<file path="src/hw/rtl/sat_pkg.sv">
// ----------------------------------------------------------------------------
// sat_pkg
// Shared widths, codes and controller/datapath interface types for the
// sorted array table.
// ----------------------------------------------------------------------------
package sat_pkg;

    // Field widths
    localparam int CMD_W      = 2;
    localparam int VALUE_W    = 32;
    localparam int STATUS_W   = 2;
    localparam int POS_W      = 6;
    localparam int PROBES_W   = 3;
    localparam int ENTRIES_W  = 7;
    localparam int IN_DATA_W  = 32;
    localparam int OUT_DATA_W = 16;

    // Command codes
    localparam logic [CMD_W-1:0] CMD_INSERT = 2'd0;
    localparam logic [CMD_W-1:0] CMD_DELETE = 2'd1;
    localparam logic [CMD_W-1:0] CMD_SEARCH = 2'd2;

    // Status codes
    localparam logic [STATUS_W-1:0] ST_OK   = 2'd0;
    localparam logic [STATUS_W-1:0] ST_MISS = 2'd1;
    localparam logic [STATUS_W-1:0] ST_FULL = 2'd2;

    // Datapath micro-operations
    localparam int UOP_W = 4;
    localparam logic [UOP_W-1:0] UOP_NONE      = 4'd0;
    localparam logic [UOP_W-1:0] UOP_LOAD      = 4'd1;   // latch word, init indices
    localparam logic [UOP_W-1:0] UOP_INS_RD    = 4'd2;   // read entry below idx
    localparam logic [UOP_W-1:0] UOP_INS_SHIFT = 4'd3;   // move read entry up, idx--
    localparam logic [UOP_W-1:0] UOP_INS_PUT   = 4'd4;   // store value at idx, fill++
    localparam logic [UOP_W-1:0] UOP_RD_IDX    = 4'd5;   // read entry at idx
    localparam logic [UOP_W-1:0] UOP_DEL_NEXT  = 4'd6;   // idx++
    localparam logic [UOP_W-1:0] UOP_DEL_HIT   = 4'd7;   // pos = idx, idx++
    localparam logic [UOP_W-1:0] UOP_SH_MOVE   = 4'd8;   // move read entry down, idx++
    localparam logic [UOP_W-1:0] UOP_SH_END    = 4'd9;   // fill--
    localparam logic [UOP_W-1:0] UOP_SR_RD     = 4'd10;  // read midpoint, count probe
    localparam logic [UOP_W-1:0] UOP_SR_LO     = 4'd11;  // lo = mid + 1
    localparam logic [UOP_W-1:0] UOP_SR_HI     = 4'd12;  // hi = mid
    localparam logic [UOP_W-1:0] UOP_SR_HIT    = 4'd13;  // pos = mid

    typedef struct packed {
        logic [UOP_W-1:0]    uop;
        logic                stat_we;
        logic [STATUS_W-1:0] stat;
        logic                out_load;
    } t_dp_cmd;

    typedef struct packed {
        logic [CMD_W-1:0] op;
        logic             full;      // fill at capacity
        logic             idx_zero;  // idx == 0
        logic             idx_end;   // idx == fill
        logic             sr_empty;  // search window empty
        logic             eq;        // read entry == value
        logic             gt;        // read entry > value
        logic             out_free;  // output register can take a word
    } t_dp_sts;

endpackage

</file>
<file path="src/hw/rtl/sorted_array_table_unit.sv">
// ----------------------------------------------------------------------------
// sorted_array_table_unit
// Ascending table of signed 32-bit values with insert, delete and binary
// search commands; one result word per command word.
// ----------------------------------------------------------------------------
//
//  Channel   | Dir | Word contents (lowest bit first)
//  ----------+-----+-------------------------------------------------------
//  s_axis    | in  | tuser: cmd[1:0]; tdata: value[31:0] (signed)
//  m_axis    | out | tuser: status[1:0];
//            |     | tdata: position[5:0], probes[8:6], entries[15:9]
//
//  One command at a time. The table sits in a single-port-write, registered
//  read memory, so every table access is a read followed by an act on the
//  registered entry. Steps per command:
//    insert: compare entries from the top down, moving each larger one up,
//            then store the value (a full table is refused with FULL)
//    delete: scan up to the hit or the fill count (miss); on a hit, move the tail down
//    search: probe the window midpoint until a hit or an empty window,
//            with at most log2(fill) + 1 probes
//  A finished word waits in the output register while m_axis_tready is low;
//  the sequencer holds in its last state until that register frees up, so
//  an output stall holds off the next command. Once the word moves into the
//  output register, the next command is taken.
//  Reset empties the table (fill count to zero); memory contents are not
//  cleared since entries at or above the fill count are never read.
//
module sorted_array_table_unit #(
    parameter int DEPTH = 64
) (
    input  logic                            i_clk,
    input  logic                            i_rst_n,
    input  logic                            s_axis_tvalid,
    output logic                            s_axis_tready,
    input  logic [sat_pkg::IN_DATA_W-1:0]   s_axis_tdata,   // value[31:0]
    input  logic [sat_pkg::CMD_W-1:0]       s_axis_tuser,   // cmd[1:0]
    output logic                            m_axis_tvalid,
    input  logic                            m_axis_tready,
    output logic [sat_pkg::OUT_DATA_W-1:0]  m_axis_tdata,   // position, probes, entries
    output logic [sat_pkg::STATUS_W-1:0]    m_axis_tuser    // status[1:0]
);
    import sat_pkg::*;

    t_dp_cmd w_cmd;
    t_dp_sts w_sts;

    // Sequencer: take a word only when idle, then step through the command.
    sat_ctrl u_ctrl (
        .i_clk      (i_clk),
        .i_rst_n    (i_rst_n),
        .i_in_valid (s_axis_tvalid),
        .o_in_ready (s_axis_tready),
        .i_sts      (w_sts),
        .o_cmd      (w_cmd)
    );

    // Table memory, indices and the output register.
    sat_datapath #(
        .DEPTH (DEPTH)
    ) u_datapath (
        .i_clk        (i_clk),
        .i_rst_n      (i_rst_n),
        .i_cmd_op     (s_axis_tuser),
        .i_value      (s_axis_tdata[VALUE_W-1:0]),
        .i_cmd        (w_cmd),
        .o_sts        (w_sts),
        .o_out_valid  (m_axis_tvalid),
        .i_out_ready  (m_axis_tready),
        .o_out_data   (m_axis_tdata),
        .o_out_status (m_axis_tuser)
    );

endmodule

</file>
<file path="src/hw/rtl/sat_ctrl.sv">
// ----------------------------------------------------------------------------
// sat_ctrl
// Command sequencer: walks insert, delete and search through the datapath.
// ----------------------------------------------------------------------------
module sat_ctrl (
    input  logic             i_clk,
    input  logic             i_rst_n,
    input  logic             i_in_valid,
    output logic             o_in_ready,
    input  sat_pkg::t_dp_sts i_sts,
    output sat_pkg::t_dp_cmd o_cmd
);
    import sat_pkg::*;

    localparam logic [3:0] S_IDLE    = 4'd0;
    localparam logic [3:0] S_DEC     = 4'd1;
    localparam logic [3:0] S_INS_RD  = 4'd2;
    localparam logic [3:0] S_INS_CMP = 4'd3;
    localparam logic [3:0] S_DEL_RD  = 4'd4;
    localparam logic [3:0] S_DEL_CMP = 4'd5;
    localparam logic [3:0] S_SH_RD   = 4'd6;
    localparam logic [3:0] S_SH_WR   = 4'd7;
    localparam logic [3:0] S_SR_RD   = 4'd8;
    localparam logic [3:0] S_SR_CMP  = 4'd9;
    localparam logic [3:0] S_DONE    = 4'd10;

    logic [3:0] r_state;
    logic [3:0] n_state;

    assign o_in_ready = (r_state == S_IDLE);

    always_ff @(posedge i_clk) begin
        if (!i_rst_n) begin
            r_state <= S_IDLE;
        end else begin
            r_state <= n_state;
        end
    end

    always_comb begin
        n_state        = r_state;
        o_cmd.uop      = UOP_NONE;
        o_cmd.stat_we  = 1'b0;
        o_cmd.stat     = ST_OK;
        o_cmd.out_load = 1'b0;
        case (r_state)
            S_IDLE: begin
                if (i_in_valid) begin
                    o_cmd.uop = UOP_LOAD;
                    n_state   = S_DEC;
                end
            end
            S_DEC: begin
                case (i_sts.op)
                    CMD_INSERT: begin
                        if (i_sts.full) begin
                            o_cmd.stat_we = 1'b1;
                            o_cmd.stat    = ST_FULL;
                            n_state       = S_DONE;
                        end else begin
                            n_state = S_INS_RD;
                        end
                    end
                    CMD_DELETE: n_state = S_DEL_RD;
                    CMD_SEARCH: n_state = S_SR_RD;
                    default: begin
                        o_cmd.stat_we = 1'b1;
                        o_cmd.stat    = ST_MISS;
                        n_state       = S_DONE;
                    end
                endcase
            end
            S_INS_RD: begin
                if (i_sts.idx_zero) begin
                    o_cmd.uop     = UOP_INS_PUT;
                    o_cmd.stat_we = 1'b1;
                    n_state       = S_DONE;
                end else begin
                    o_cmd.uop = UOP_INS_RD;
                    n_state   = S_INS_CMP;
                end
            end
            S_INS_CMP: begin
                if (i_sts.gt) begin
                    o_cmd.uop = UOP_INS_SHIFT;
                    n_state   = S_INS_RD;
                end else begin
                    o_cmd.uop     = UOP_INS_PUT;
                    o_cmd.stat_we = 1'b1;
                    n_state       = S_DONE;
                end
            end
            S_DEL_RD: begin
                if (i_sts.idx_end) begin
                    o_cmd.stat_we = 1'b1;
                    o_cmd.stat    = ST_MISS;
                    n_state       = S_DONE;
                end else begin
                    o_cmd.uop = UOP_RD_IDX;
                    n_state   = S_DEL_CMP;
                end
            end
            S_DEL_CMP: begin
                if (i_sts.eq) begin
                    o_cmd.uop = UOP_DEL_HIT;
                    n_state   = S_SH_RD;
                end else begin
                    o_cmd.uop = UOP_DEL_NEXT;
                    n_state   = S_DEL_RD;
                end
            end
            S_SH_RD: begin
                if (i_sts.idx_end) begin
                    o_cmd.uop     = UOP_SH_END;
                    o_cmd.stat_we = 1'b1;
                    n_state       = S_DONE;
                end else begin
                    o_cmd.uop = UOP_RD_IDX;
                    n_state   = S_SH_WR;
                end
            end
            S_SH_WR: begin
                o_cmd.uop = UOP_SH_MOVE;
                n_state   = S_SH_RD;
            end
            S_SR_RD: begin
                if (i_sts.sr_empty) begin
                    o_cmd.stat_we = 1'b1;
                    o_cmd.stat    = ST_MISS;
                    n_state       = S_DONE;
                end else begin
                    o_cmd.uop = UOP_SR_RD;
                    n_state   = S_SR_CMP;
                end
            end
            S_SR_CMP: begin
                if (i_sts.eq) begin
                    o_cmd.uop     = UOP_SR_HIT;
                    o_cmd.stat_we = 1'b1;
                    n_state       = S_DONE;
                end else if (i_sts.gt) begin
                    o_cmd.uop = UOP_SR_HI;
                    n_state   = S_SR_RD;
                end else begin
                    o_cmd.uop = UOP_SR_LO;
                    n_state   = S_SR_RD;
                end
            end
            S_DONE: begin
                if (i_sts.out_free) begin
                    o_cmd.out_load = 1'b1;
                    n_state        = S_IDLE;
                end
            end
            default: n_state = S_IDLE;
        endcase
    end

endmodule

</file>
<file path="src/hw/rtl/sat_datapath.sv">
// ----------------------------------------------------------------------------
// sat_datapath
// Table memory, fill count, index registers, compare and output register.
// ----------------------------------------------------------------------------
module sat_datapath #(
    parameter int DEPTH = 64
) (
    input  logic                             i_clk,
    input  logic                             i_rst_n,
    input  logic [sat_pkg::CMD_W-1:0]        i_cmd_op,
    input  logic [sat_pkg::VALUE_W-1:0]      i_value,
    input  sat_pkg::t_dp_cmd                 i_cmd,
    output sat_pkg::t_dp_sts                 o_sts,
    output logic                             o_out_valid,
    input  logic                             i_out_ready,
    output logic [sat_pkg::OUT_DATA_W-1:0]   o_out_data,
    output logic [sat_pkg::STATUS_W-1:0]     o_out_status
);
    import sat_pkg::*;

    localparam int AW = (DEPTH > 1) ? $clog2(DEPTH) : 1;
    localparam int FW = $clog2(DEPTH + 1);

    logic signed [VALUE_W-1:0] mem [DEPTH];

    logic [CMD_W-1:0]          r_op;
    logic signed [VALUE_W-1:0] r_value;
    logic signed [VALUE_W-1:0] r_rdata;
    logic [FW-1:0]             r_fill;
    logic [FW-1:0]             r_idx;
    logic [FW-1:0]             r_lo;
    logic [FW-1:0]             r_hi;
    logic [FW-1:0]             r_mid;
    logic [FW-1:0]             r_cnt;
    logic [FW-1:0]             r_pos;
    logic [STATUS_W-1:0]       r_stat;
    logic                      r_out_valid;
    logic [OUT_DATA_W-1:0]     r_out_data;
    logic [STATUS_W-1:0]       r_out_status;

    logic [FW-1:0]             w_idx_m1;
    logic [FW:0]               w_sum;
    logic [FW-1:0]             w_mid;
    logic                      w_re;
    logic [AW-1:0]             w_raddr;
    logic                      w_we;
    logic [AW-1:0]             w_waddr;
    logic signed [VALUE_W-1:0] w_wdata;

    assign w_idx_m1 = r_idx - FW'(1);
    // floor midpoint of the inclusive window [lo, hi-1]
    assign w_sum    = {1'b0, r_lo} + {1'b0, r_hi} - (FW + 1)'(1);
    assign w_mid    = w_sum[FW:1];

    always_comb begin
        w_re    = 1'b0;
        w_raddr = r_idx[AW-1:0];
        w_we    = 1'b0;
        w_waddr = r_idx[AW-1:0];
        w_wdata = r_rdata;
        case (i_cmd.uop)
            UOP_INS_RD: begin
                w_re    = 1'b1;
                w_raddr = w_idx_m1[AW-1:0];
            end
            UOP_RD_IDX: w_re = 1'b1;
            UOP_SR_RD: begin
                w_re    = 1'b1;
                w_raddr = w_mid[AW-1:0];
            end
            UOP_INS_SHIFT: w_we = 1'b1;
            UOP_INS_PUT: begin
                w_we    = 1'b1;
                w_wdata = r_value;
            end
            UOP_SH_MOVE: begin
                w_we    = 1'b1;
                w_waddr = w_idx_m1[AW-1:0];
            end
            default: ;
        endcase
    end

    always_ff @(posedge i_clk) begin
        if (w_we) begin
            mem[w_waddr] <= w_wdata;
        end
        if (w_re) begin
            r_rdata <= mem[w_raddr];
        end
    end

    // control state: fill count and output valid
    always_ff @(posedge i_clk) begin
        if (!i_rst_n) begin
            r_fill      <= '0;
            r_out_valid <= 1'b0;
        end else begin
            case (i_cmd.uop)
                UOP_INS_PUT: r_fill <= r_fill + FW'(1);
                UOP_SH_END:  r_fill <= r_fill - FW'(1);
                default: ;
            endcase
            if (i_cmd.out_load) begin
                r_out_valid <= 1'b1;
            end else if (i_out_ready) begin
                r_out_valid <= 1'b0;
            end
        end
    end

    // working registers
    always_ff @(posedge i_clk) begin
        case (i_cmd.uop)
            UOP_LOAD: begin
                r_op    <= i_cmd_op;
                r_value <= i_value;
                r_idx   <= (i_cmd_op == CMD_INSERT) ? r_fill : '0;
                r_lo    <= '0;
                r_hi    <= r_fill;
                r_cnt   <= '0;
                r_pos   <= '0;
            end
            UOP_INS_SHIFT: r_idx <= w_idx_m1;
            UOP_INS_PUT:   r_pos <= r_idx;
            UOP_DEL_NEXT:  r_idx <= r_idx + FW'(1);
            UOP_DEL_HIT: begin
                r_pos <= r_idx;
                r_idx <= r_idx + FW'(1);
            end
            UOP_SH_MOVE:   r_idx <= r_idx + FW'(1);
            UOP_SR_RD: begin
                r_mid <= w_mid;
                r_cnt <= r_cnt + FW'(1);
            end
            UOP_SR_LO:     r_lo  <= r_mid + FW'(1);
            UOP_SR_HI:     r_hi  <= r_mid;
            UOP_SR_HIT:    r_pos <= r_mid;
            default: ;
        endcase
        if (i_cmd.stat_we) begin
            r_stat <= i_cmd.stat;
        end
        if (i_cmd.out_load) begin
            r_out_data   <= {ENTRIES_W'(r_fill), PROBES_W'(r_cnt), POS_W'(r_pos)};
            r_out_status <= r_stat;
        end
    end

    assign o_sts.op       = r_op;
    assign o_sts.full     = (r_fill == FW'(DEPTH));
    assign o_sts.idx_zero = (r_idx == '0);
    assign o_sts.idx_end  = (r_idx == r_fill);
    assign o_sts.sr_empty = (r_lo >= r_hi);
    assign o_sts.eq       = (r_rdata == r_value);
    assign o_sts.gt       = (r_rdata > r_value);
    assign o_sts.out_free = !r_out_valid || i_out_ready;

    assign o_out_valid  = r_out_valid;
    assign o_out_data   = r_out_data;
    assign o_out_status = r_out_status;

endmodule
</file>
<file path="config.mk">
export PLATFORM = sky130hd
export DESIGN_NAME = sorted_array_table_unit
export DESIGN_NICKNAME = d
export VERILOG_FILES = /design/src/hw/rtl/sat_pkg.sv /design/src/hw/rtl/sorted_array_table_unit.sv /design/src/hw/rtl/sat_ctrl.sv /design/src/hw/rtl/sat_datapath.sv
export SDC_FILE = /design/constraint.sdc
export NUM_CORES = 2
export LEC_CHECK = 0
export ABC_CLOCK_PERIOD_IN_PS = 8000
export BUFFER_PORTS_ARGS = -buffer_cell sky130_fd_sc_hd__buf_2
export CORE_UTILIZATION = 55
export DETAILED_ROUTE_END_ITERATION = 8
export GPL_TIMING_DRIVEN = 1
export PLACE_DENSITY = 0.71
export SLEW_MARGIN = 20
export SYNTH_ARGS = -nofsm -noshare
export SYNTH_HDL_FRONTEND = slang
export SYNTH_SLANG_ARGS = --single-unit
</file>
<file path="constraint.sdc">
create_clock -name i_clk -period 8 [get_ports i_clk]
set_input_delay 0.8 -clock i_clk [delete_from_list [all_inputs] [get_ports i_clk]]
set_output_delay 0.8 -clock i_clk [all_outputs]
set_load 0.005 [all_outputs]
</file>
==> flow_summary_export.csv <==
group,metric,value,unit
status,outcome,"finished clean",
die,fp.dieW,404,um
sta,hold_viol_final,0,
global_routing,grt_max_degree,152,
sta,clock.fmax,143,MHz
routing,via_count,58500,
routing,drt-total-wl,266,mm
worst_setup_path,critPathKind,"flip-flop to flip-flop",
clock_tree,cts_num_sinks,2183,
sta,rsz0062_at_grt,"no",
die,initial_core_util,55.4,%
yosys,synth_nets,6720,
clock_tree,clock_latency,0.88,ns
worst_setup_path,critPathRequiredTime,8.58,ns
global_routing,grt-ovfl-total,0,
sta,worstMarginPinSlew,1.15,ns
flow_run,drv_cap,0,
routing,drtIter0Drc,9166,
yosys,synthCells,6616,
cells_and_area,final_nets,6780,
sta,fin_tns_setup,0,ns
sta,setup_ws,0.986,ns
sta,slew_headroom,22.6,%
placed_design,hpwl,146,mm
placed_design,numPortBuffers,57,
sta,post-route-period-util,87.7,%
clock_tree,tritoncts,"yes",
die,die_h,404,um
cells_and_area,drive_gt1_share,10.7,%
routing,wl_per_cell,29.5,um
yosys,yosysSeqAreaShare,73.6,%
clock_tree,h-tree-depth,4,
worst_setup_path,critPathMaxFanout,59,
global_routing,grt_pass1_vias,55100,
clock_tree,post_cts_buffers,0,
die,dieArea,0.163,mm2
yosys,synth_edf_count,2171,
global_routing,antenna_found_initial,4,
clock_tree,path_clk_slew,0.06,ns
yosys,synth_top_cell_area_share,73.3,%
global_routing,grt_pass1_wl,381,mm
yosys,yosys-top-cells-count,"edfxtp_1, nand2_1, nand3_1",
clock_tree,cts_root_buf,"clkbuf_16",
routing,vias_per_cell,6.49,
yosys,avgSynthCellArea,13.4,um2
yosys,ys_ff_latch,2183,
clock_tree,cts_buffers,212,
yosys,async_flop_share,0,%
cells_and_area,post-route-util,62.0,%
power,p_leak,34.5,nW
worst_setup_path,cp.arrival,7.60,ns
sta,clock-skew-final,0.0729,ns
routing,met2_length,118,mm
sta,setup_viol_count_final,0,
clock_tree,ctsResizeCount,0,
worst_setup_path,setup.worst_path.start_class,"flip-flop",
yosys,yosysWarnings,0,
power,peakVddDrop,0.000576,V
cells_and_area,syn_to_final_growth,12.0,%
cells_and_area,instances_no_fill,9018,
power,p_per_area,454,mW/mm2
routing,wl_met3,37.4,mm
global_routing,grtUsageTotal,32.4,%
yosys,synth-main-ff-cell,"edfxtp_1",
yosys,syn_area,0.0889,mm2
routing,dr.pass1.iters,6,
routing,wl_met1,96.2,mm
worst_setup_path,worst_setup_path_end_kind,"flip-flop",
die,num_io_pins,58,
placed_design,dp.cells,8622,
min_path,hp-class,"input port to flip-flop",
yosys,synth.most_common_cell,"edfxtp_1",
die,core,0.161,mm2
routing,ant_nets,0,
placed_design,place_worst_setup_slack,1.24,ns
yosys,synth_cell_types,72,
yosys,synth_area_leader_cell,"edfxtp_1",
die,rows,147,
sta,fin_crit,7.01,ns
yosys,yosys-top-cells-area,"edfxtp_1, nand2_1, nand3_1",
sta,timing.final.max_slew_violations,0,
routing,drc,0,
routing,routed.top_layer,"met5",
clock_tree,cts_max_path_buffers,3,
clock_tree,hold_buffers,0,
placed_design,place_congestion,0.928,
power breakdown:
group	switching, mW	leakage (nW)	internal (mW)
Sequential	0.305	19.7	14.8
Clock	4.33	3.35	5.62
Combinational	14.7	11.5	5.46
Total	19.3	34.5	25.9
state kept, by name, indices dropped and copies added, names as in the netlist:
| signal | count |
|---|---|
| u_datapath.r_rdata | 32 |
| u_datapath.o_out_status | 2 |
| u_datapath.r_mid | 7 |
| u_datapath.r_stat | 2 |
| u_datapath.mem | 2048 |
| u_ctrl.r_state | 4 |
| u_datapath.r_op | 2 |
| u_datapath.r_fill | 7 |
| u_datapath.r_cnt | 3 |
| u_datapath.r_pos | 6 |
| u_datapath.r_lo | 7 |
| u_datapath.r_hi | 7 |
| u_datapath.o_out_valid | 1 |
| u_datapath.r_value | 32 |
| u_datapath.r_idx | 7 |
| u_datapath.o_out_data | 16 |
metal layers:
layer  global-route usage [%]  vias to the layer above
li1                         -                    24600
met1                     44.4                    28800
met2                     48.2                     4311
met3                     8.81                      714
met4                     15.8                        4
met5                        0                        -
layout by cell type (no fill, tap or decap), types with 9 or more instances in the layout:
cell,Yosys,final
or3_1,11,11
ha_1,64,64
a21oi_1,127,125
buf_2,97,57
nand2_1,1726,1725
xor2_1,14,14
a221oi_1,16,16
nand2b_1,18,18
nand4_1,11,11
o221ai_1,13,13
a31oi_1,45,45
clkbuf_1,242,48
buf_4,3,186
nor2_1,115,49
o31ai_1,27,26
and3_1,68,68
mux2i_1,230,230
o22ai_1,17,16
a21o_1,12,9
a211oi_1,22,22
nor3_1,22,21
a311oi_1,140,137
nand3_1,975,975
nor2_4,0,65
mux4_2,31,31
xnor2_1,16,16
clkinv_1,0,55
o21ai_0,33,32
edfxtp_1,2171,2171
dfxtp_1,12,12
a22o_1,10,10
nor2b_1,9,9
clkinv_2,0,37
mux2_2,48,46
clkbuf_16,0,213
inv_1,80,79
buf_12,0,25
bufinv_16,0,22
kinds of logic (layout without fill, tap and decap cells):
kind of cell             after synthesis  in the layout  share of synthesized area, %
AND/OR/NAND/NOR                     2982           2982                          14.4
flip-flops                          2183           2183                          73.6
AO/OA/AOI/OAI                        542            542                          4.39
buffers and inverters                503            740                          2.33
multiplexers                         310            310                          4.00
adder cells (fa/ha/maj)               66             66                         0.946
XOR/XNOR                              30             30                         0.296
other                                  0              5                             0
worst paths after layout:
path                           from                        to  slack, ns  cells after the start
max          u_datapath.r_rdata[23]    u_datapath.r_rdata[23]       0.99                     15
min                s_axis_tdata[14]    u_datapath.r_value[14]        0.1                      1
min reg2reg     u_datapath.r_pos[5]  u_datapath.o_out_data[5]       0.41                      0
max reg2reg  u_datapath.r_rdata[23]    u_datapath.r_rdata[23]       0.99                     15
critical path, stage by stage (launching register included):
cell and delay, ns:
edfxtp_1 0.58, ha_1 0.42, nand4_1 0.23, nor4_1 0.45
nand2_1 0.10, a21oi_1 0.19, nor4_1 0.10, nor3_1 0.72
o211a_1 0.63, a21o_4 0.62, buf_4 0.74, mux4_2 0.60
nand2_1 0.09, a311oi_1 0.21, nor3_1 0.84, a21oi_1 0.07
layout make-up:
cell class / instances / area (um2)
flip-flops and latches: 2183 / 65400
fillers: 11600 / 61000
multi-input cells: 3930 / 22000
clock buffers: 261 / 5510
well taps: 2160 / 2700
repair buffers: 268 / 2180
clock inverters: 130 / 1390
inverters: 81 / 304
diodes: 5 / 12.5
metrics by stage:
| step | power (mW) | hold slack (ns) | area (um2) |
|---|---|---|---|
| after floorplan | 27.1 | 0.400 | 88900 |
| after global placement | 34.5 | 0.403 | 92600 |
| after detailed placement | 34.8 | 0.405 | 92600 |
| after CTS | 44.7 | 0.0605 | 99500 |
| after global routing | 46.7 | 0.0612 | 99600 |
| final | 45.2 | 0.0955 | 99600 |
Power figures use the tool's default switching activity.
